===== src/rtl/core/lisp_char_tokenizer_top_defines.svh =====
// Assertion macros for the tokenizer core.
// Define NO_ASSERTIONS to compile them away.
`ifndef LISP_CHAR_TOKENIZER_TOP_DEFINES_SVH
`define LISP_CHAR_TOKENIZER_TOP_DEFINES_SVH

`ifndef NO_ASSERTIONS

// Same-cycle implication, sampled on clk, off during reset.
`define LCT_ASSERT_NOW(label, ante, cons) \
    label: assert property (@(posedge clk) disable iff (!rst_n) (ante) |-> (cons)) \
        else $error("lct assertion failed");

// Next-cycle implication, sampled on clk, off during reset.
`define LCT_ASSERT_NEXT(label, ante, cons) \
    label: assert property (@(posedge clk) disable iff (!rst_n) (ante) |=> (cons)) \
        else $error("lct assertion failed");

`else

`define LCT_ASSERT_NOW(label, ante, cons)
`define LCT_ASSERT_NEXT(label, ante, cons)

`endif

`endif


===== src/rtl/core/lct_pkg.sv =====
package lct_pkg;

    typedef enum logic {
        OP_CHAR = 1'b0,
        OP_END  = 1'b1
    } opcode_t;

    typedef enum logic [1:0] {
        KIND_APPEND = 2'd0,
        KIND_TOKEN  = 2'd1,
        KIND_ERROR  = 2'd2
    } kind_t;

    typedef enum logic [2:0] {
        TK_NOP  = 3'd0,
        TK_CALL = 3'd1,
        TK_END  = 3'd2,
        TK_STR  = 3'd3,
        TK_NUM  = 3'd4,
        TK_ID   = 3'd5,
        TK_EOF  = 3'd6
    } tok_kind_t;

    typedef enum logic {
        ERR_BACKSLASH = 1'b0,
        ERR_ESCAPED   = 1'b1
    } err_code_t;

    // One result beat.
    typedef struct packed {
        kind_t       kind;
        tok_kind_t   token_kind;
        logic [7:0]  char_out;
        err_code_t   error_code;
        logic        last_of_run;
    } lct_res_t;

    // Lexer state carried between characters.
    typedef struct packed {
        logic       line_comment;
        logic       block_comment;
        logic       single_quote;
        logic       double_quote;
        logic       escape_pending;
        tok_kind_t  current_kind;
        logic [7:0] prev_char;
        logic       has_prev;
    } lct_state_t;

    // Result queue
    localparam int unsigned QUEUE_DEPTH = 4;
    localparam int unsigned QPTR_W      = $clog2(QUEUE_DEPTH);
    localparam int unsigned QCNT_W      = $clog2(QUEUE_DEPTH + 1);

endpackage


===== src/rtl/core/lct_decode.sv =====
module lct_decode (
    input  lct_pkg::lct_state_t state,
    input  lct_pkg::opcode_t    opcode,
    input  logic [7:0]          char_in,
    output lct_pkg::lct_state_t state_next,
    output lct_pkg::lct_res_t   res0,
    output lct_pkg::lct_res_t   res1,
    output logic [1:0]          res_cnt
);
    import lct_pkg::*;

    localparam logic [7:0] CH_LPAREN = 8'h28;
    localparam logic [7:0] CH_RPAREN = 8'h29;
    localparam logic [7:0] CH_TAB    = 8'h09;
    localparam logic [7:0] CH_SPACE  = 8'h20;
    localparam logic [7:0] CH_NL     = 8'h0A;
    localparam logic [7:0] CH_BSLASH = 8'h5C;
    localparam logic [7:0] CH_DQUOTE = 8'h22;
    localparam logic [7:0] CH_SQUOTE = 8'h27;
    localparam logic [7:0] CH_SEMI   = 8'h3B;
    localparam logic [7:0] CH_BAR    = 8'h7C;
    localparam logic [7:0] CH_HASH   = 8'h23;
    localparam logic [7:0] CH_ZERO   = 8'h30;
    localparam logic [7:0] CH_NINE   = 8'h39;

    function automatic lct_res_t mk_app(input logic [7:0] c);
        lct_res_t r;
        r = '0;
        r.kind     = KIND_APPEND;
        r.char_out = c;
        return r;
    endfunction

    function automatic lct_res_t mk_tok(input tok_kind_t tk);
        lct_res_t r;
        r = '0;
        r.kind       = KIND_TOKEN;
        r.token_kind = tk;
        return r;
    endfunction

    function automatic lct_res_t mk_err(input err_code_t e);
        lct_res_t r;
        r = '0;
        r.kind       = KIND_ERROR;
        r.error_code = e;
        return r;
    endfunction

    logic     cmt;
    logic     quo;
    lct_res_t r0;
    lct_res_t r1;
    logic [1:0] n;

    assign cmt = state.line_comment | state.block_comment;
    assign quo = state.single_quote | state.double_quote;

    always_comb
    begin
        state_next = state;
        r0 = '0;
        r1 = '0;
        n  = 2'd0;
        if (opcode == OP_END)
        begin
            r0 = mk_tok(state.current_kind);
            r1 = mk_tok(TK_EOF);
            n  = 2'd2;
            state_next = '0;
        end
        else
        begin
            if (state.escape_pending)
            begin
                r0 = quo ? mk_app(char_in) : mk_err(ERR_ESCAPED);
                n  = 2'd1;
                state_next.escape_pending = 1'b0;
            end
            else
            begin
                case (char_in)
                    CH_LPAREN, CH_RPAREN:
                    begin
                        if (!cmt)
                        begin
                            if (quo)
                            begin
                                r0 = mk_app(char_in);
                                n  = 2'd1;
                            end
                            else
                            begin
                                r0 = mk_tok(state.current_kind);
                                r1 = mk_tok((char_in == CH_LPAREN) ? TK_CALL : TK_END);
                                n  = 2'd2;
                                state_next.current_kind = TK_NOP;
                            end
                        end
                    end
                    CH_TAB, CH_SPACE:
                    begin
                        if (!cmt)
                        begin
                            if (state.single_quote)
                            begin
                                state_next.single_quote = 1'b0;
                                r0 = mk_tok(state.current_kind);
                                n  = 2'd1;
                                state_next.current_kind = TK_NOP;
                            end
                            else if (state.double_quote)
                            begin
                                r0 = mk_app(char_in);
                                n  = 2'd1;
                            end
                            else if (char_in == CH_SPACE)
                            begin
                                r0 = mk_tok(state.current_kind);
                                n  = 2'd1;
                                state_next.current_kind = TK_NOP;
                            end
                        end
                    end
                    CH_NL:
                    begin
                        if (state.line_comment)
                            state_next.line_comment = 1'b0;
                        else if (state.single_quote)
                        begin
                            state_next.single_quote = 1'b0;
                            r0 = mk_tok(state.current_kind);
                            n  = 2'd1;
                            state_next.current_kind = TK_NOP;
                        end
                        else if (state.double_quote)
                        begin
                            r0 = mk_app(char_in);
                            n  = 2'd1;
                        end
                    end
                    CH_BSLASH:
                    begin
                        if (!quo && !cmt)
                        begin
                            r0 = mk_err(ERR_BACKSLASH);
                            n  = 2'd1;
                        end
                        else
                            state_next.escape_pending = 1'b1;
                    end
                    CH_DQUOTE:
                    begin
                        if (!cmt)
                        begin
                            if (state.double_quote)
                            begin
                                state_next.double_quote = 1'b0;
                                r0 = mk_tok(state.current_kind);
                                n  = 2'd1;
                                state_next.current_kind = TK_NOP;
                            end
                            else if (state.single_quote)
                            begin
                                r0 = mk_app(char_in);
                                n  = 2'd1;
                            end
                            else
                            begin
                                r0 = mk_tok(state.current_kind);
                                n  = 2'd1;
                                state_next.current_kind = TK_STR;
                                state_next.double_quote = 1'b1;
                            end
                        end
                    end
                    CH_SQUOTE:
                    begin
                        if (!cmt)
                        begin
                            if (state.single_quote)
                            begin
                                state_next.single_quote = 1'b0;
                                r0 = mk_tok(state.current_kind);
                                n  = 2'd1;
                                state_next.current_kind = TK_NOP;
                            end
                            else if (state.double_quote)
                            begin
                                r0 = mk_app(char_in);
                                n  = 2'd1;
                            end
                            else
                            begin
                                state_next.current_kind = TK_STR;
                                state_next.single_quote = 1'b1;
                            end
                        end
                    end
                    CH_SEMI:
                    begin
                        if (!cmt)
                        begin
                            if (quo)
                            begin
                                r0 = mk_app(char_in);
                                n  = 2'd1;
                            end
                            else
                                state_next.line_comment = 1'b1;
                        end
                    end
                    CH_BAR:
                    begin
                        if (quo)
                        begin
                            r0 = mk_app(char_in);
                            n  = 2'd1;
                        end
                        if (state.has_prev && state.prev_char == CH_HASH)
                            state_next.block_comment = 1'b1;
                    end
                    CH_HASH:
                    begin
                        if (quo)
                        begin
                            r0 = mk_app(char_in);
                            n  = 2'd1;
                        end
                        if (state.has_prev && state.prev_char == CH_BAR)
                            state_next.block_comment = 1'b0;
                    end
                    default:
                    begin
                        if (!cmt)
                        begin
                            if (char_in inside {[CH_ZERO:CH_NINE]})
                                state_next.current_kind = TK_NUM;
                            else if (!quo)
                                state_next.current_kind = TK_ID;
                            r0 = mk_app(char_in);
                            n  = 2'd1;
                        end
                    end
                endcase
            end
            state_next.prev_char = char_in;
            state_next.has_prev  = 1'b1;
        end
        // flag the final beat of this item
        if (n == 2'd1)
            r0.last_of_run = 1'b1;
        if (n == 2'd2)
            r1.last_of_run = 1'b1;
    end

    assign res0    = r0;
    assign res1    = r1;
    assign res_cnt = n;

endmodule


===== src/rtl/core/lisp_char_tokenizer_top.sv =====
// With the queue empty, an item's first beat is on the output port in the cycle after
// acceptance and its second beat once the first is taken. Throughput: 1 item per cycle while
// in_stall is low; each item makes 0 to 2 beats, drained 1 beat per cycle while out_stall is low
// through a 4-entry result queue; input stalls while the queue holds more than 2 beats.
// Reset (rst_n low, asynchronous): all lexer flags, token kind and previous
// character clear, and the result queue empties.
`include "lisp_char_tokenizer_top_defines.svh"

module lisp_char_tokenizer_top (
    input  logic       clk,
    input  logic       rst_n,

    // input channel
    input  logic       in_valid,
    output logic       in_stall,
    input  logic       opcode,
    input  logic [7:0] char_in,

    // result channel
    output logic       out_valid,
    input  logic       out_stall,
    output logic [1:0] kind,
    output logic [2:0] token_kind,
    output logic [7:0] char_out,
    output logic       error_code,
    output logic       last_of_run
);
    import lct_pkg::*;

    // Lexer state: updated once per accepted item, from the decode logic.
    lct_state_t state_reg;
    lct_state_t state_next;

    // Up to two beats per item, pushed into the queue together on acceptance.
    lct_res_t   res0;
    lct_res_t   res1;
    logic [1:0] res_cnt;

    // Result queue: ring of registers, single read port at the head.
    lct_res_t            queue_reg [QUEUE_DEPTH];
    logic [QPTR_W-1:0]   wr_ptr_reg;
    logic [QPTR_W-1:0]   wr_ptr_next;
    logic [QPTR_W-1:0]   rd_ptr_reg;
    logic [QPTR_W-1:0]   rd_ptr_next;
    logic [QCNT_W-1:0]   cnt_reg;
    logic [QCNT_W-1:0]   cnt_next;

    logic     in_fire;
    logic     out_fire;
    lct_res_t head;

    // Accept only while two free slots remain, so a double-beat item always fits.
    assign in_stall = (cnt_reg > QCNT_W'(QUEUE_DEPTH - 2));
    assign in_fire  = in_valid && !in_stall;

    lct_decode u_decode (
        .state      (state_reg),
        .opcode     (opcode_t'(opcode)),
        .char_in    (char_in),
        .state_next (state_next),
        .res0       (res0),
        .res1       (res1),
        .res_cnt    (res_cnt)
    );

    assign out_valid = (cnt_reg != '0);
    assign out_fire  = out_valid && !out_stall;
    assign head      = queue_reg[rd_ptr_reg];

    assign kind        = head.kind;
    assign token_kind  = head.token_kind;
    assign char_out    = head.char_out;
    assign error_code  = head.error_code;
    assign last_of_run = head.last_of_run;

    always_comb
    begin
        wr_ptr_next = wr_ptr_reg;
        rd_ptr_next = rd_ptr_reg;
        cnt_next    = cnt_reg;
        if (in_fire)
        begin
            wr_ptr_next = wr_ptr_reg + QPTR_W'(res_cnt);
            cnt_next    = cnt_next + QCNT_W'(res_cnt);
        end
        if (out_fire)
        begin
            rd_ptr_next = rd_ptr_reg + QPTR_W'(1);
            cnt_next    = cnt_next - QCNT_W'(1);
        end
    end

    // Control state
    always_ff @(posedge clk or negedge rst_n)
    begin
        if (!rst_n)
        begin
            state_reg  <= '0;
            wr_ptr_reg <= '0;
            rd_ptr_reg <= '0;
            cnt_reg    <= '0;
        end
        else
        begin
            if (in_fire)
                state_reg <= state_next;
            wr_ptr_reg <= wr_ptr_next;
            rd_ptr_reg <= rd_ptr_next;
            cnt_reg    <= cnt_next;
        end
    end

    // Queue payload, no reset needed: entries are read only once counted.
    always_ff @(posedge clk)
    begin
        if (in_fire && res_cnt != 2'd0)
            queue_reg[wr_ptr_reg] <= res0;
        if (in_fire && res_cnt == 2'd2)
            queue_reg[wr_ptr_reg + QPTR_W'(1)] <= res1;
    end

    // Queue never overfills.
    `LCT_ASSERT_NOW(a_cnt_bound, 1'b1, cnt_reg <= QCNT_W'(QUEUE_DEPTH))
    // A lone pop drops the fill count by exactly one beat.
    `LCT_ASSERT_NEXT(a_pop_only, out_fire && !in_fire, cnt_reg == $past(cnt_reg) - QCNT_W'(1))
    // End of source returns the lexer to its reset state.
    `LCT_ASSERT_NEXT(a_end_clears, in_fire && opcode == OP_END, state_reg == '0)
    // A pending escape only exists inside a quote or a comment.
    `LCT_ASSERT_NOW(a_esc_context, state_reg.escape_pending,
        state_reg.line_comment || state_reg.block_comment ||
        state_reg.single_quote || state_reg.double_quote)

endmodule


===== config.mk =====
export PLATFORM = sky130hd
export DESIGN_NAME = lisp_char_tokenizer_top
export DESIGN_NICKNAME = d
export VERILOG_FILES = /design/src/rtl/core/lct_pkg.sv /design/src/rtl/core/lct_decode.sv /design/src/rtl/core/lisp_char_tokenizer_top.sv
export VERILOG_INCLUDE_DIRS = /design/src /design/src/rtl/core
export SDC_FILE = /design/constraint.sdc
export NUM_CORES = 1
export LEC_CHECK = 0
export ABC_AREA = 1
export BUFFER_PORTS_ARGS = -buffer_cell sky130_fd_sc_hd__buf_2
export CORE_MARGIN = 5
export CORE_UTILIZATION = 42
export CTS_CLUSTER_SIZE = 40
export DETAILED_ROUTE_END_ITERATION = 6
export GPL_TIMING_DRIVEN = 0
export SLEW_MARGIN = 20
export SYNTH_ARGS = -nofsm -noshare
export SYNTH_HDL_FRONTEND = slang
export SYNTH_SLANG_ARGS = --single-unit
export TNS_END_PERCENT = 100

===== constraint.sdc =====
create_clock -name clk -period 2.8 [get_ports clk]
set_clock_uncertainty 0.2 [all_clocks]
set_input_delay 0.42 -clock clk [delete_from_list [all_inputs] [get_ports clk]]
set_output_delay 0.42 -clock clk [all_outputs]
set_load 0.01 [all_outputs]

# After elaboration in Yosys (flattened, before gate mapping)
# Memory sizes are Yosys's and may differ from the RTL's.
# Cells that the tools add are included.
[totals] ff_bits=24 mem_bits_rw=60 memories=1
[mem_list] name="queue_reg" words=4 word_bits=15 read_ports=1 rd_ports_with_merged_regs=0 write_ports=2 line_no="lisp_char_tokenizer_top.sv:40" rtl="lct_res_t queue_reg [QUEUE_DEPTH];"
[classes] add_sub_neg=5 order_cmp=3 eq_ne=35 n_mux=92 bitwise_logic=2 reduce_logical=27
[op_table] cell="2-to-1 mux 15 bit" count=18
[op_table] cell="one-hot mux 15 bit (8 select lines)" count=1
[op_table] cell="== test 8 x 6 -> 1 bit, second input constant" count=8
[op_table] cell="2-to-1 mux 3 bit" count=20
[op_table] cell="2-to-1 mux 14 bit" count=4
[op_table] cell="2-to-1 mux 10 bit" count=3
[op_table] cell="inequality test 3 bit, second input constant" count=10
[op_table] cell="2-to-1 mux 1 bit" count=28
[op_table] cell="== test 8 x 7 -> 1 bit, second input constant" count=3
[op_table] cell="2-to-1 mux 2 bit" count=11
[op_table] cell="one-hot mux 3 bit (6 select lines)" count=1
[op_table] cell="2-to-1 mux 17 bit" count=1
[op_table] cell="== test 8 x 4 -> 1 bit, second input constant" count=2
[op_table] cell="AND reduction 16 bit" count=1
[op_table] cell="one-hot mux 2 bit (7 select lines)" count=1
[op_table] cell="inequality test 4 bit, second input constant" count=3
[op_table] cell="AND reduction 5 bit" count=2
[op_table] cell="nonzero test 3 bit" count=3
[op_table] cell=">= comparator 8 x 6 -> 1 bit, second input constant" count=1
[op_table] cell="less-or-equal comparator 8 x 6 -> 1 bit, second input constant" count=1
[op_table] cell="logical AND 1 bit" count=8
[op_table] cell="inequality test 7 bit, second input constant" count=1
[op_table] cell="inequality test 3 x 2 -> 1 bit, second input constant" count=2
[op_table] cell="AND reduction 6 bit" count=1
[op_table] cell="other kinds (20)" count=30

# Depth between registers and ports, before layout
[depth] depth_word=12 ltp_mapped=19 ltp_nobuf=18

# Modules after synthesis
# Synthesis repeated with hierarchy kept, for this count alone.
[hier_totals] cells_unflattened=805 hier_area_um2=5776.8
[modules_own_cells] module="lisp_char_tokenizer_top" n_inst=1 cells_each=492 area_per_inst_um2=4257.8 seq_area_each_um2=2402.3
[modules_own_cells] module="lct_decode" n_inst=1 cells_each=313 area_per_inst_um2=1519.0 seq_area_each_um2=0.0

# Worst setup path before layout
# Ideal clock, no wire load.
[synth_timing] path_kind="input-to-reg" startpoint="input char_in[5]" endpoint="register cnt_reg[2]" setup_ns=0.118 arrival_time_ns=2.599 required_ns=2.482 path_slack_ns=-0.118 stages=17 n_path_buf=0 cell_sequence="inv_1 -> nand2_1 -> nor2_1 -> nand2_1 -> nand3_1 -> nor2_2 -> nand3_2 -> nand3_1 -> nand2_1 -> inv_1 -> ha_1 -> fa_1 -> mux2i_1 -> ha_1 -> nand2_1 -> xnor2_1 -> inv_1"
[synth_via] elab_chain_cells=12 elab_cells_between_ends=24 classes_between="2 x add/sub; 10 x eq/ne; 9 x mux; 3 x reduce/logical"
[synth_rtl] element="start, declared" line_no="lisp_char_tokenizer_top.sv:17" rtl="input logic [7:0] char_in,"
[synth_rtl] element="== test 8 x 6 -> 1 bit" line_no="lct_decode.sv:82, lct_decode.sv:117"
[synth_rtl] element="2-to-1 mux 1 bit" line_no="lct_decode.sv:117" rtl="else if (char_in == CH_SPACE)"
[synth_rtl] element="2-to-1 mux 1 bit" line_no="lct_decode.sv:112" rtl="else if (state.double_quote)"
[synth_rtl] element="2-to-1 mux 2 bit" line_no="lct_decode.sv:105" rtl="if (state.single_quote)"
[synth_rtl] element="2-to-1 mux 2 bit" line_no="lct_decode.sv:103" rtl="if (!cmt)"
[synth_rtl] element="one-hot mux 2 bit (7 select lines) *" line_no="lct_decode.sv:82" rtl="case (char_in)"
[synth_rtl] element="2-to-1 mux 2 bit *" line_no="lct_decode.sv:74" rtl="if (state.escape_pending)"
[synth_rtl] element="2-to-1 mux 2 bit *" line_no="lct_decode.sv:65" rtl="if (opcode == OP_END)"
[synth_rtl] element="adder 3 x 2 -> 3 bit *" line_no="lisp_char_tokenizer_top.sv:84" rtl="cnt_next = cnt_next + QCNT_W'(res_cnt);"
[synth_rtl] element="2-to-1 mux 3 bit *" line_no="lisp_char_tokenizer_top.sv:81" rtl="if (in_fire)"
[synth_rtl] element="subtractor 3 x 1 -> 3 bit" line_no="lisp_char_tokenizer_top.sv:89" rtl="cnt_next = cnt_next - QCNT_W'(1);"
[synth_rtl] element="2-to-1 mux 3 bit *" line_no="lisp_char_tokenizer_top.sv:86" rtl="if (out_fire)"
[synth_rtl] element="named net cnt_next[2]" line_no="lisp_char_tokenizer_top.sv:46" rtl="logic [QCNT_W-1:0] cnt_next;"
[synth_rtl] element="end signal, assigned" line_no="lisp_char_tokenizer_top.sv:109" rtl="cnt_reg <= cnt_next;"
[synth_rtl] element="end, declared" line_no="lisp_char_tokenizer_top.sv:45" rtl="logic [QCNT_W-1:0] cnt_reg;"
# Mark *: on every way through the listed nets, which the timed path passes. The rest lies on a longest branch.
# A chain may end at the register's enable or synchronous reset.

# Final worst setup path
[layout_timing] startpoint="input char_in[4]" endpoint="register cnt_reg[2]"
# The elaborated chain is that of the path after synthesis.

==> results.json <==
{
  "clk_pin_slew_ns": 0.06,
  "die_w_um": 120.9,
  "power_leakage_nw": 3.190,
  "antenna_cells": 0,
  "portBuffers": 29,
  "clk-insertion-delay-late_ns": 0.35,
  "grt-ovfl-total": 0,
  "layout-drive-gt1-share": 0.1707,
  "worstPathArrival_ns": 3.03,
  "die-height_um": 120.9,
  "p_sw_w": 0.002672,
  "drt-initial-drc-count": 545,
  "worstMarginPinSlew_ns": 0.7111,
  "fp-row-count": 40,
  "dieArea_sq_mm": 0.01462,
  "synth_area_sq_mm": 0.005166,
  "period_share": 1.071,
  "start_kind": "primary input",
  "io_pins": 30,
  "setup_ws_ns": -0.1991,
  "syn-mean-instance-area_sq_um": 6.762,
  "relSlewSlack": 0.5220,
  "hold_viol": 0,
  "r2r_cells": 17,
  "avgRoutedWirePerCell_um": 16.87,
  "timing.rr.end": "cnt_reg[2]",
  "gp_congestion": 0.9490,
  "grt_max_degree": 25,
  "core_area_sq_mm": 0.01201,
  "syn-num-nets": 781,
  "p_clk_frac": 0.201,
  "grtUsageTotal": 0.2269,
  "netSwitchingFraction": 0.4294,
  "hp-class": "primary input to flip-flop",
  "whs_path_depth": 3,
  "cts_root_buf": "clkbuf_16",
  "final_common_cell": "nand2_1",
  "drt_wl_total_mm": 16.41,
  "rsz0062_at_grt": "true",
  "cts_buffers": 9,
  "antenna_found_initial": 0,
  "setup_viol": 2,
  "dpl.hpwl_mm": 11.76,
  "place_area_sq_mm": 0.005508,
  "rr_startpoint": "state_reg[13]",
  "holdPathEnd": "state_reg[8]",
  "synth.distinct_cells": 41,
  "drv_cap": 0,
  "r2r_setup_slack_ns": -0.19,
  "finalHoldWorstSlack_ns": 0.2129,
  "min_period_ns": 2.999,
  "cellPowerDensity_mw_per_mm2": 1023,
  "fill_cells": 1203,
  "ys_seq_area_frac": 0.3875,
  "first_pass_iters": 6,
  "max_freq_ghz": 0.3334,
  "start_util": 0.4301,
  "crit_path_end_kind": "flip-flop",
  "crit_type": "primary input to flip-flop",
  "violations": "setup timing",
  "path_max_fanout": 6,
  "largest_reg_flops": 60,
  "htreeDepth": 3,
  "grt_pass1_vias": 4806,
  "internal-power_w": 0.003551,
  "via_count": 5174,
  "setup_tns_ns": -0.2930,
  "worstPathRequired_ns": 2.83,
  "ir_worst_vdd_v": 0.0004817,
  "hold_start": "char_in[7]",
  "place_ws_ns": -0.7205,
  "mostFrequentLayoutCells": "nand2_1, nor2_1, inv_1",
  "yosys_warnings": 0,
  "p_total_w": 0.006223,
  "drc": 0,
  "cts_tree": "built",
  "comb_power_share": 0.477,
  "postRouteAntennaNets": 0,
  "cts_buffer_depth": 2,
  "viasPerCell": 5.318,
  "seqPwrFrac": 0.322,
  "fin_nets": 838,
  "ys_ff_latch": 84,
  "final_design_area_no_fill_sq_mm": 0.006085,
  "syn2layout_area_growth_pct": 17.78,
  "netlist_instances": 764,
  "drv_slew": 0,
  "grt_pass1_wl_mm": 25.60,
  "clock-sinks": 84,
  "status": "complete, but fails checks"
}
-- logic make-up (layout without fill, tap and decap cells) --
group,count (synthesis),count (layout),share of synthesized area
compound gates,137,137,0.1407
flops,84,84,0.3875
fa+ha+maj,4,4,0.01114
buf+inv,130,192,0.1107
simple gates,402,402,0.3376
xor+xnor,5,5,0.008478
mux,2,2,0.003875
-- Yosys cell counts (all sizes together) --
cell type | count | share of area
o22ai | 14 | 0.017
mux2i | 2 | 0.0039
xnor2 | 2 | 0.0034
a21oi | 55 | 0.053
edfxtp | 20 | 0.12
nand3 | 32 | 0.042
clkinv | 1 | 0.00073
ha | 3 | 0.0073
dfrtp | 24 | 0.12
o211ai | 3 | 0.0044
o21a | 1 | 0.0015
nand2 | 226 | 0.17
o32ai | 1 | 0.0017
nand3b | 1 | 0.0015
nor2 | 132 | 0.11
buf | 21 | 0.031
o21ai | 59 | 0.057
xor2 | 3 | 0.0051
fa | 1 | 0.0039
inv | 99 | 0.073
dfxtp | 40 | 0.16
o31ai | 4 | 0.0058
nor3 | 5 | 0.0048
or2 | 1 | 0.0012
clkbuf | 9 | 0.0065
nand4 | 3 | 0.0065
nor4 | 2 | 0.0024
-- power groups by stage --
stage | Combinational (W) | Clock (W) | Sequential (W)
finish | 0.00297 | 0.00125 | 0.00200
global route | 0.00329 | 0.00132 | 0.00206
CTS | 0.00283 | 0.00126 | 0.00199
detailed placement | 0.00267 | 0 | 0.00201
global placement | 0.00261 | 0 | 0.00199
floorplan | 0.00192 | 0 | 0.00194
-- metrics by stage --
step                      instances    util
after floorplan                 764       -
after CTS                       970  0.4995
after global routing            973  0.5066
final                           973  0.5066
after detailed placement        940  0.4585
after global placement          940  0.4585
-- worst max-delay path, cell delays in order --
cell     delay [ns]
buf_2          0.16
inv_2          0.09
nand2_1        0.09
nor2_4         0.20
nand2_2        0.10
nand2_2        0.17
nor2_1         0.12
nand3_2        0.13
nand3_2        0.12
nand2_4        0.10
inv_4          0.04
ha_4           0.15
fa_1           0.50
mux2i_4        0.22
ha_4           0.18
nand2_4        0.05
xnor2_2        0.14
inv_1          0.06
-- metal layers --
metal,global-route usage,wire [um],up-vias
li1,-,-,2547
met1,0.3234,7659,2403
met2,0.3536,7350,197
met3,0.03450,1116,27
met4,0.07153,288,0
met5,0,0,-
-- area by class of cell --
type                            instances  area [sq um]  share of cell area
Multi-Input combinational cell        550          2729              0.4485
Sequential cell                        84          2003              0.3292
Inverter                              100         389.1             0.06395
Timing Repair Buffer                   48         296.5             0.04874
Clock buffer                           13         281.5             0.04627
Tap cell                              147         183.9             0.03023
Buffer                                 28         175.2             0.02879
Clock inverter                          3         26.28            0.004318
-- repair_timing --
| item | in CTS | in global routing |
|---|---|---|
| endpoints found under the setup margin | 3 | 17 |
| hold buffers | 1 | 0 |
| endpoints found under the hold margin | 24 | 0 |
| gates resized for setup | 21 | 14 |
| pin swaps | 6 | 8 |
| buffers inserted | 13 | 5 |
-- worst max path at each step --
stage,start,to,slack [ns],cells after the start
finish,char_in[4],cnt_reg[2],-0.20,18
global route,char_in[2],cnt_reg[2],-0.34,18
CTS,state_reg[14],cnt_reg[2],-0.21,18
detailed placement,char_in[0],cnt_reg[2],-0.72,19
global placement,char_in[0],cnt_reg[2],-0.70,19
floorplan,state_reg[13],cnt_reg[2],-0.02,18
No activity file was read; power rests on OpenSTA's default activity.
